**config.mk**
```make
export PLATFORM = sky130hd
export DESIGN_NAME = hilbert_curve_pixel_plotter
export DESIGN_NICKNAME = d
export VERILOG_FILES = /design/src/rtl/core/hcpp_pkg.sv /design/src/rtl/core/hcpp_walk.sv /design/src/rtl/core/hilbert_curve_pixel_plotter.sv
export SDC_FILE = /design/constraint.sdc
export NUM_CORES = 1
export LEC_CHECK = 0
export BUFFER_PORTS_ARGS = -buffer_cell sky130_fd_sc_hd__buf_2
export CAP_MARGIN = 20
export CORE_MARGIN = 5
export CORE_UTILIZATION = 55
export DETAILED_ROUTE_END_ITERATION = 7
export MAX_ROUTING_LAYER = met4
export PLACE_DENSITY = 0.74
export REMOVE_ABC_BUFFERS = 1
export SLEW_MARGIN = 20
export SYNTH_ARGS = -nofsm -noshare
export SYNTH_HDL_FRONTEND = slang
export SYNTH_SLANG_ARGS = --single-unit
```
**constraint.sdc**
```tcl
create_clock -name clk -period 5.3 [get_ports clk]
set_clock_uncertainty 0.15 [all_clocks]
set_input_delay 0.795 -clock clk [delete_from_list [all_inputs] [get_ports clk]]
set_output_delay 0.795 -clock clk [all_outputs]
set_load 0.03 [all_outputs]
```
**src/rtl/core/hcpp_pkg.sv**
```systemverilog
// hcpp_pkg: shared constants, types and the per-level curve step for the
// hilbert curve pixel plotter. No dependencies.
package hcpp_pkg;

	localparam int SIDE    = 256;
	localparam int LEVELS  = $clog2(SIDE);
	localparam int COORD_W = LEVELS;
	localparam int IDX_W   = 2 * LEVELS;
	localparam int ADDR_W  = 20;
	localparam int COLOR_W = 24;
	localparam int WIDTH_W = 13;
	localparam int POP_SHIFT = 13;
	localparam logic [WIDTH_W-1:0] WIDTH_RESET = 13'd256;

	typedef enum logic [1:0] {
		REG_IMAGE_WIDTH   = 2'd0,
		REG_COLOR_MODE    = 2'd1,
		REG_SCROLL_OFFSET = 2'd2,
		REG_FILE_SIZE     = 2'd3
	} reg_index_t;

	typedef logic [COORD_W-1:0] coord_t;
	typedef logic [IDX_W-1:0]   index_t;

	typedef struct packed {
		coord_t x;
		coord_t y;
	} point_t;

	// one level of the d2xy walk: rotate or flip, then add the quadrant offset
	function automatic point_t hilbert_level(point_t p, logic [1:0] q, coord_t lvl);
		point_t r;
		logic   qx;
		logic   qy;
		coord_t tmp;
		qx = q[1];
		qy = q[0] ^ q[1];
		r  = p;
		if (!qy) begin
			if (qx) begin
				r.x = lvl - coord_t'(1) - p.x;
				r.y = lvl - coord_t'(1) - p.y;
			end
			tmp = r.x;
			r.x = r.y;
			r.y = tmp;
		end
		if (qx) begin
			r.x = r.x + lvl;
		end
		if (qy) begin
			r.y = r.y + lvl;
		end
		return r;
	endfunction

endpackage

```
**src/rtl/core/hcpp_walk.sv**
```systemverilog
// hcpp_walk: pipelined d2xy walk, one register stage per curve level.
// Depends on hcpp_pkg.
module hcpp_walk (
	input  logic            clk,
	input  logic            arst_n,
	input  logic            in_valid,
	input  hcpp_pkg::index_t in_index,
	output logic            out_valid,
	output hcpp_pkg::point_t out_point
);
	import hcpp_pkg::*;

	logic   vld_s [LEVELS];
	point_t pt_s  [LEVELS];
	index_t idx_s [LEVELS];

	for (genvar k = 0; k < LEVELS; k++) begin : g_level
		localparam coord_t LVL = coord_t'(1) << k;
		logic   vld_in;
		point_t pt_in;
		index_t idx_in;

		if (k == 0) begin : g_first
			assign vld_in = in_valid;
			assign pt_in  = '0;
			assign idx_in = in_index;
		end else begin : g_next
			assign vld_in = vld_s[k-1];
			assign pt_in  = pt_s[k-1];
			assign idx_in = idx_s[k-1];
		end

		always_ff @(posedge clk or negedge arst_n) begin
			if (!arst_n) begin
				vld_s[k] <= 1'b0;
			end else begin
				vld_s[k] <= vld_in;
			end
		end

		always_ff @(posedge clk) begin
			pt_s[k]  <= hilbert_level(pt_in, idx_in[2*k +: 2], LVL);
			idx_s[k] <= idx_in;
		end
	end

	assign out_valid = vld_s[LEVELS-1];
	assign out_point = pt_s[LEVELS-1];

endmodule

```
**src/rtl/core/hilbert_curve_pixel_plotter.sv**
```systemverilog
// hilbert_curve_pixel_plotter: top level, config registers, colour path and
// address stage. Depends on hcpp_pkg and hcpp_walk.
// Throughput: one item per cycle; busy stays low, the results cannot be stalled.
// The depth is set by the walk, one register stage per curve level, plus the output register.
// Reset: asynchronous, clears the pipeline valid bits and returns the config registers to their defaults.
module hilbert_curve_pixel_plotter (
	input  logic        clk,
	input  logic        arst_n,
	input  logic        start,
	output logic        busy,
	input  logic [15:0] curve_index,
	input  logic [7:0]  byte_value,
	output logic        done,
	output logic [7:0]  pixel_x,
	output logic [7:0]  pixel_y,
	output logic [19:0] pixel_address,
	output logic [23:0] pixel_color,
	input  logic        cfg_valid,
	output logic        cfg_ready,
	input  logic [1:0]  cfg_index,
	input  logic [31:0] cfg_data
);
	import hcpp_pkg::*;

	localparam int PROD_W = COORD_W + WIDTH_W + 1;

	logic [WIDTH_W-1:0] image_width_q;
	logic               color_mode_q;
	logic [31:0]        scroll_offset_q;
	logic [31:0]        file_size_q;

	logic               accept;
	logic               walk_valid;
	point_t             walk_point;
	logic [32:0]        pos;
	logic [3:0]         ones;
	logic [COLOR_W-1:0] color_c;
	logic [COLOR_W-1:0] color_s [LEVELS];
	logic [PROD_W-1:0]  addr_full;

	logic               done_sr;
	logic [7:0]         x_sr;
	logic [7:0]         y_sr;
	logic [ADDR_W-1:0]  addr_sr;
	logic [COLOR_W-1:0] color_sr;

	assign busy      = 1'b0;
	assign cfg_ready = 1'b1;
	assign accept    = start && !busy;

	always_ff @(posedge clk or negedge arst_n) begin
		if (!arst_n) begin
			image_width_q   <= WIDTH_RESET;
			color_mode_q    <= 1'b0;
			scroll_offset_q <= '0;
			file_size_q     <= '0;
		end else if (cfg_valid && cfg_ready) begin
			unique case (reg_index_t'(cfg_index))
				REG_IMAGE_WIDTH:   image_width_q   <= cfg_data[WIDTH_W-1:0];
				REG_COLOR_MODE:    color_mode_q    <= cfg_data[0];
				REG_SCROLL_OFFSET: scroll_offset_q <= cfg_data;
				REG_FILE_SIZE:     file_size_q     <= cfg_data;
			endcase
		end
	end

	hcpp_walk u_walk (
		.clk      (clk),
		.arst_n   (arst_n),
		.in_valid (accept),
		.in_index (index_t'(curve_index)),
		.out_valid(walk_valid),
		.out_point(walk_point)
	);

	// colour travels beside the walk
	always_comb begin
		pos  = 33'(curve_index) + 33'(scroll_offset_q);
		ones = 4'($countones(byte_value));
		if (pos >= {1'b0, file_size_q}) begin
			color_c = '0;
		end else if (color_mode_q) begin
			color_c = (COLOR_W'(ones) << POP_SHIFT) | COLOR_W'(byte_value);
		end else begin
			color_c = {byte_value, byte_value, byte_value};
		end
	end

	for (genvar k = 0; k < LEVELS; k++) begin : g_color
		if (k == 0) begin : g_first
			always_ff @(posedge clk) begin
				color_s[k] <= color_c;
			end
		end else begin : g_next
			always_ff @(posedge clk) begin
				color_s[k] <= color_s[k-1];
			end
		end
	end

	assign addr_full = PROD_W'(walk_point.y) * PROD_W'(image_width_q)
		+ PROD_W'(walk_point.x);

	always_ff @(posedge clk or negedge arst_n) begin
		if (!arst_n) begin
			done_sr <= 1'b0;
		end else begin
			done_sr <= walk_valid;
		end
	end

	always_ff @(posedge clk) begin
		x_sr     <= 8'(walk_point.x);
		y_sr     <= 8'(walk_point.y);
		addr_sr  <= ADDR_W'(addr_full);
		color_sr <= color_s[LEVELS-1];
	end

	assign done          = done_sr;
	assign pixel_x       = x_sr;
	assign pixel_y       = y_sr;
	assign pixel_address = addr_sr;
	assign pixel_color   = color_sr;

	// gray mode replicates one byte into all channels
	a_gray_replicated: assert property (@(posedge clk) disable iff (!arst_n)
		done && !color_mode_q |->
			pixel_color[23:16] == pixel_color[7:0] && pixel_color[15:8] == pixel_color[7:0])
		else $error("gray colour channels differ");

	// popcount mode leaves the gap bits and the top bits clear
	a_pop_clear: assert property (@(posedge clk) disable iff (!arst_n)
		done && color_mode_q |-> pixel_color[12:8] == 5'd0 && pixel_color[23:17] == 7'd0)
		else $error("popcount colour has stray bits");

	// a byte has at most eight ones
	a_pop_range: assert property (@(posedge clk) disable iff (!arst_n)
		done && color_mode_q |-> pixel_color[16:13] <= 4'd8)
		else $error("popcount out of range");

endmodule

```
# Word level (Yosys, flattened, before mapping)
# Memory sizes are Yosys's and may differ from the RTL's. A register that Yosys moved wholly into a read port is not among the register bits.
# Index checks and enable logic that the tools add are counted.
# W data, S select, Z words.
# classes
addsub	37
n_mul	1
div	0
order_cmp	1
eq_ne	3
shift	0
n_mux	32
bitwise	9
reduce_logical	5
# ops
cell	n
$mux W16	14
$mux W8	14
$mux W24	2
$add A16 B32 Y33	1
$ge A33 B32 Y1	1
$add A20 B8 Y20	1
$mul A8 B13 Y20	1
$or A17 B8 Y17	1
$add A8 B2 Y8 const B	2
$add A8 B3 Y8 const B	2
$add A8 B4 Y8 const B	2
$add A8 B5 Y8 const B	2
$add A8 B6 Y8 const B	2
$add A8 B7 Y8 const B	2
$add A8 B8 Y8 const B	2
$sub A1 B8 Y8 const A	2
$sub A2 B8 Y8 const A	2
$sub A3 B8 Y8 const A	2
$sub A4 B8 Y8 const A	2
$sub A5 B8 Y8 const A	2
$sub A6 B8 Y8 const A	2
$sub A7 B8 Y8 const A	2
$add A1 B1 Y2	4
$reduce_and A2 Y1	4
other kinds (7)	17
# totals
regBits	123
latchBits	0
ram_bits	448
rom_bits	0
wordCells	107
mem_count	3
# mem_list
memory	depth	word_bits	rd	rd_ports_with_merged_regs	wr	line	rtl
color_s	8	24	8	1	8	hilbert_curve_pixel_plotter.sv:38	logic [COLOR_W-1:0] color_s [LEVELS];
u_walk.idx_s	8	16	7	0	8	hcpp_walk.sv:15	index_t idx_s [LEVELS];
u_walk.pt_s	8	16	8	0	8	hcpp_walk.sv:14	point_t pt_s [LEVELS];

# Logic depth before layout (Yosys ltp)
# depth
ltp_word	6
ltp_mapped	19
depth_no_buf	18

# By module
# From an unflattened synthesis, not the netlist that was laid out.
# hier_totals
hier_cells	1537
hier_area_um2	17594.4
# modules_own_cells
module	instances	cells_per_inst	area_each_um2	seq_area_each_um2
hilbert_curve_pixel_plotter	1	1136	12985.0	6302.3
hcpp_walk	1	401	4609.4	2762.6

# Least setup slack after synthesis
# Ideal clock, no wire load.
# synth_timing
path_kind	register to register
start	memory u_walk.pt_s[1][49] (netlist bit)
end	register addr_sr[13], in the netlist pixel_address[13]
arrival_ns	4.338
required_time_ns	5.078
setup_slack_ns	0.739
path_stages_with_launch	18
n_path_buf	1
period_less_slack_ns	4.561
cell_sequence	dfxtp_1 clkbuf_1 nand2_1 fa_1 inv_1 fa_1 inv_1 fa_1 fa_1 inv_1 ha_1 o21a_1 o31a_1 o21ai_0 o21bai_1 a21o_1 a21oi_1 xnor2_1
# synth_lines
element	line	rtl
start, declared	hcpp_walk.sv:14	
end signal, assigned	hilbert_curve_pixel_plotter.sv:115	addr_sr <= ADDR_W'(addr_full);
end, declared	hilbert_curve_pixel_plotter.sv:44	logic [ADDR_W-1:0] addr_sr;

==> results.yml <==
run_status:
  status: "complete, no violations"
global_routing:
  first_global_vias: 11000
  grt_pass1_wl_um: 52700
  antenna_found_initial: 5
  gr-total-overflow: 0
  gr-usage-all-layers_pct: 18.5
  grt_max_degree: 53
clock_tree:
  cts_htree_levels: 2
  cts_root_buf: "clkbuf_16"
  numClockSinks: 431
  cts.repair_timing.setup_buffer_count: 0
  tritoncts: "done"
  worstSkewPairLatency_ns: 0.55
  clock_path_buffers: 3
  cts.clk_slew.worst_paths_ns: 0.07
  num_cts_buffers: 44
final_layout:
  multi_input_logic_area_um2: 7400
  nNetsFinal: 1876
  finalNonFillerCells: 2082
  nFillCells: 2428
  ff_latch_area_um2: 9070
  design_area_final_um2: 19800
  drive_above_1_share_pct: 18.1
  synthToLayoutAreaGrowth_pct: 14.2
worst_setup_path:
  r2r_setup_slack_ns: 0.22
  cp-start-kind: "register"
  crit-reg2reg-capture: "pixel_address[13]"
  timing.critical_path.arrival_ns: 5.40
  setup.worst_path.end_class: "register"
  required_ns: 5.62
  critPathKind: "reg2reg"
  crit-reg2reg-launch: "u_walk.pt_s[1][48]"
  rr_worst_depth: 17
  path_max_fanout: 14
synth:
  synthDominantCellAreaShare_pct: 39.6
  post_synth_num_cell_types: 54
  post_synth_main_area_contributors: "dfxtp_1 (40%), dfrtp_1 (12%), fa_1 (9.0%)"
  async_flop_share_pct: 20.2
  yosys.cell_count.top_type: "dfxtp_1"
  synth.cell_area_um2: 17400
  synth_common_cells: "dfxtp_1 (344), inv_1 (178), nand2_1 (131)"
  number_of_register_bits_inferred_by_synthesis: 431
  synth_flop_cell: "dfxtp_1"
  number_of_flops_mapped_to_enable_cells_by_yosys: 0
  synth_top_area_cell: "dfxtp_1"
  yosys_warnings: 0
  yosysSeqAreaShare_pct: 52.1
  syn_area_per_cell_um2: 11.4
  netlist_instances: 1523
timing:
  setup_viol_count_final: 0
  totalNegativeSetupSlack_ns: 0
  post-route-period-util_pct: 95.8
  hold_viol: 0
  final_max_slew_viol_count: 0
  final.setup.worst_slack_ns: 0.220
  clock.fmax_ghz: 0.197
  finalWorstPathRequiredPeriod_ns: 5.08
  rsz0062_at_grt: "false"
  slew_hr_pct: 37.0
  transition_time_at_the_pin_with_the_least_slew_margin_ns: 0.944
placed_design:
  dp_cells: 1997
  detailed_place.area_um2: 18300
  placement.io_buffers: 122
  placement_setup_slack_ns: 0.164
  hpwlAfterDp_um: 22500
  finalWeightedCongestion: 0.869
detailed_routing:
  drc: 0
  detail_route.vias_per_cell: 5.11
  via_count: 10600
  dr.pass1.iters: 5
  ant_nets: 0
  average_detailed_routed_wire_length_per_instance_um: 14.9
  drtIter0Drc: 393
  wl_um: 30900
min_path:
  worst_min_delay_path_category: "in2async"
pwr:
  total_power_mw: 12.2
  leakagePower_nw: 9.23
  vdd.ir_drop.worst_uv: 533
  power_density_nw_per_um2: 613
flow_run:
  timing.max_cap.violations: 0
floorplan:
  chipHeight_um: 188
  die_area_um2: 35300
  io_pins: 125
  initial_core_util_pct: 55.4
  die_width_um: 188
  fp.coreArea_um2: 31400
  num_rows: 65
per-layer routing:
layer,wire length [µm],vias to the layer above,track usage [%],share of wire [%]
li1,-,5240,-,-
met1,13200,5131,22.3,43
met2,15500,200,31.6,50
met3,1470,65,3.80,4.8
met4,782,0,5.56,2.5
met5,0,-,-,0
worst max-delay path, stage by stage, from the launching register on:
cell and delay, ns:
dfxtp_1 0.69, nand2_1 0.15, fa_1 0.51, inv_1 0.06, fa_1 0.50, inv_1 0.05
fa_1 0.47, fa_1 0.54, inv_1 0.04, ha_1 0.34, o21a_1 0.21, o31a_1 0.12
o21ai_0 0.37, buf_4 0.22, o21bai_1 0.09, a21o_1 0.18, a21oi_1 0.16, xnor2_1 0.14
power breakdown:
group,switching [mW],total (mW),internal [mW]
clock,1.28,3.10,1.82
combinational,2.63,4.69,2.06
sequential,0.359,4.36,4.01
total,4.28,12.2,7.88
timing repair:
action	4_1_cts	5_1_grt
gates resized for setup	0	3
hold buffers	0	0
setup endpoints to repair	0	2
how the worst max path moves through the flow:
stage	start	end	depth (start not counted)
final	u_walk.pt_s[1][48]	pixel_address[13]	17
after global routing	u_walk.pt_s[1][50]	pixel_address[18]	16
after CTS	u_walk.pt_s[1][49]	pixel_address[19]	17
after detailed placement	curve_index[0]	color_s[0][15]	20
after global placement	curve_index[0]	color_s[0][15]	20
after floorplan	curve_index[0]	color_s[0][13]	18
logic make-up (layout without fill, tap and decap cells):
group                      count (synthesis)  in the layout  share of synthesized area [%]
adders and majority gates                173            173                           15.8
DFF                                      431            431                           52.1
and+or+nand+nor                          275            275                           7.57
muxes                                    136            136                           8.39
buffers and inverters                    239            392                           5.34
AOI/OAI and AO/OA                        211            211                           7.86
other                                      2              6                         0.0432
xor gates and xnor gates                  56             56                           2.82
layout make-up:
type / instances / share of cell area, %
timing repair buffer: 133 / 3.50
clock buffer: 60 / 6.25
clock inverter: 21 / 1.31
antenna: 4 / 0.0504
multi-input combinational: 853 / 37.3
tap: 402 / 2.53
inverter: 178 / 3.37
sequential: 431 / 45.7
flip-flops by register name, indices dropped and copies added (netlist names):
register / count
u_walk.g_level.vld_in: 7
done: 1
u_walk.out_valid: 1
image_width_q: 13
pixel_address: 20
color_s: 160
scroll_offset_q: 32
pixel_x: 8
pixel_color: 20
u_walk.idx_s: 64
pixel_y: 8
file_size_q: 32
color_mode_q: 1
u_walk.pt_s: 64
metrics by stage:
| stage | utilization [%] | hold slack, ns |
|---|---|---|
| 2_1_floorplan | - | 0.160 |
| 3_3_place_gp | 58.4 | 0.160 |
| 3_5_place_dp | 58.4 | 0.162 |
| 4_1_cts | 63.2 | 0.112 |
| 5_1_grt | 63.2 | 0.158 |
| 6_report | 63.2 | 0.113 |
cell usage in the layout (no fill, tap or decap), drive strengths merged, types with 36 or more instances in the layout:
| cell | count |
|---|---|
| and2 | 53 |
| buf | 133 |
| clkbuf | 60 |
| dfrtp | 86 |
| dfxtp | 344 |
| fa | 78 |
| ha | 95 |
| inv | 185 |
| mux2 | 78 |
| mux2i | 58 |
| nand2 | 131 |
| nor2 | 36 |
| o211ai | 61 |
| o21ai | 73 |
No activity file was read; power rests on OpenSTA's default activity.
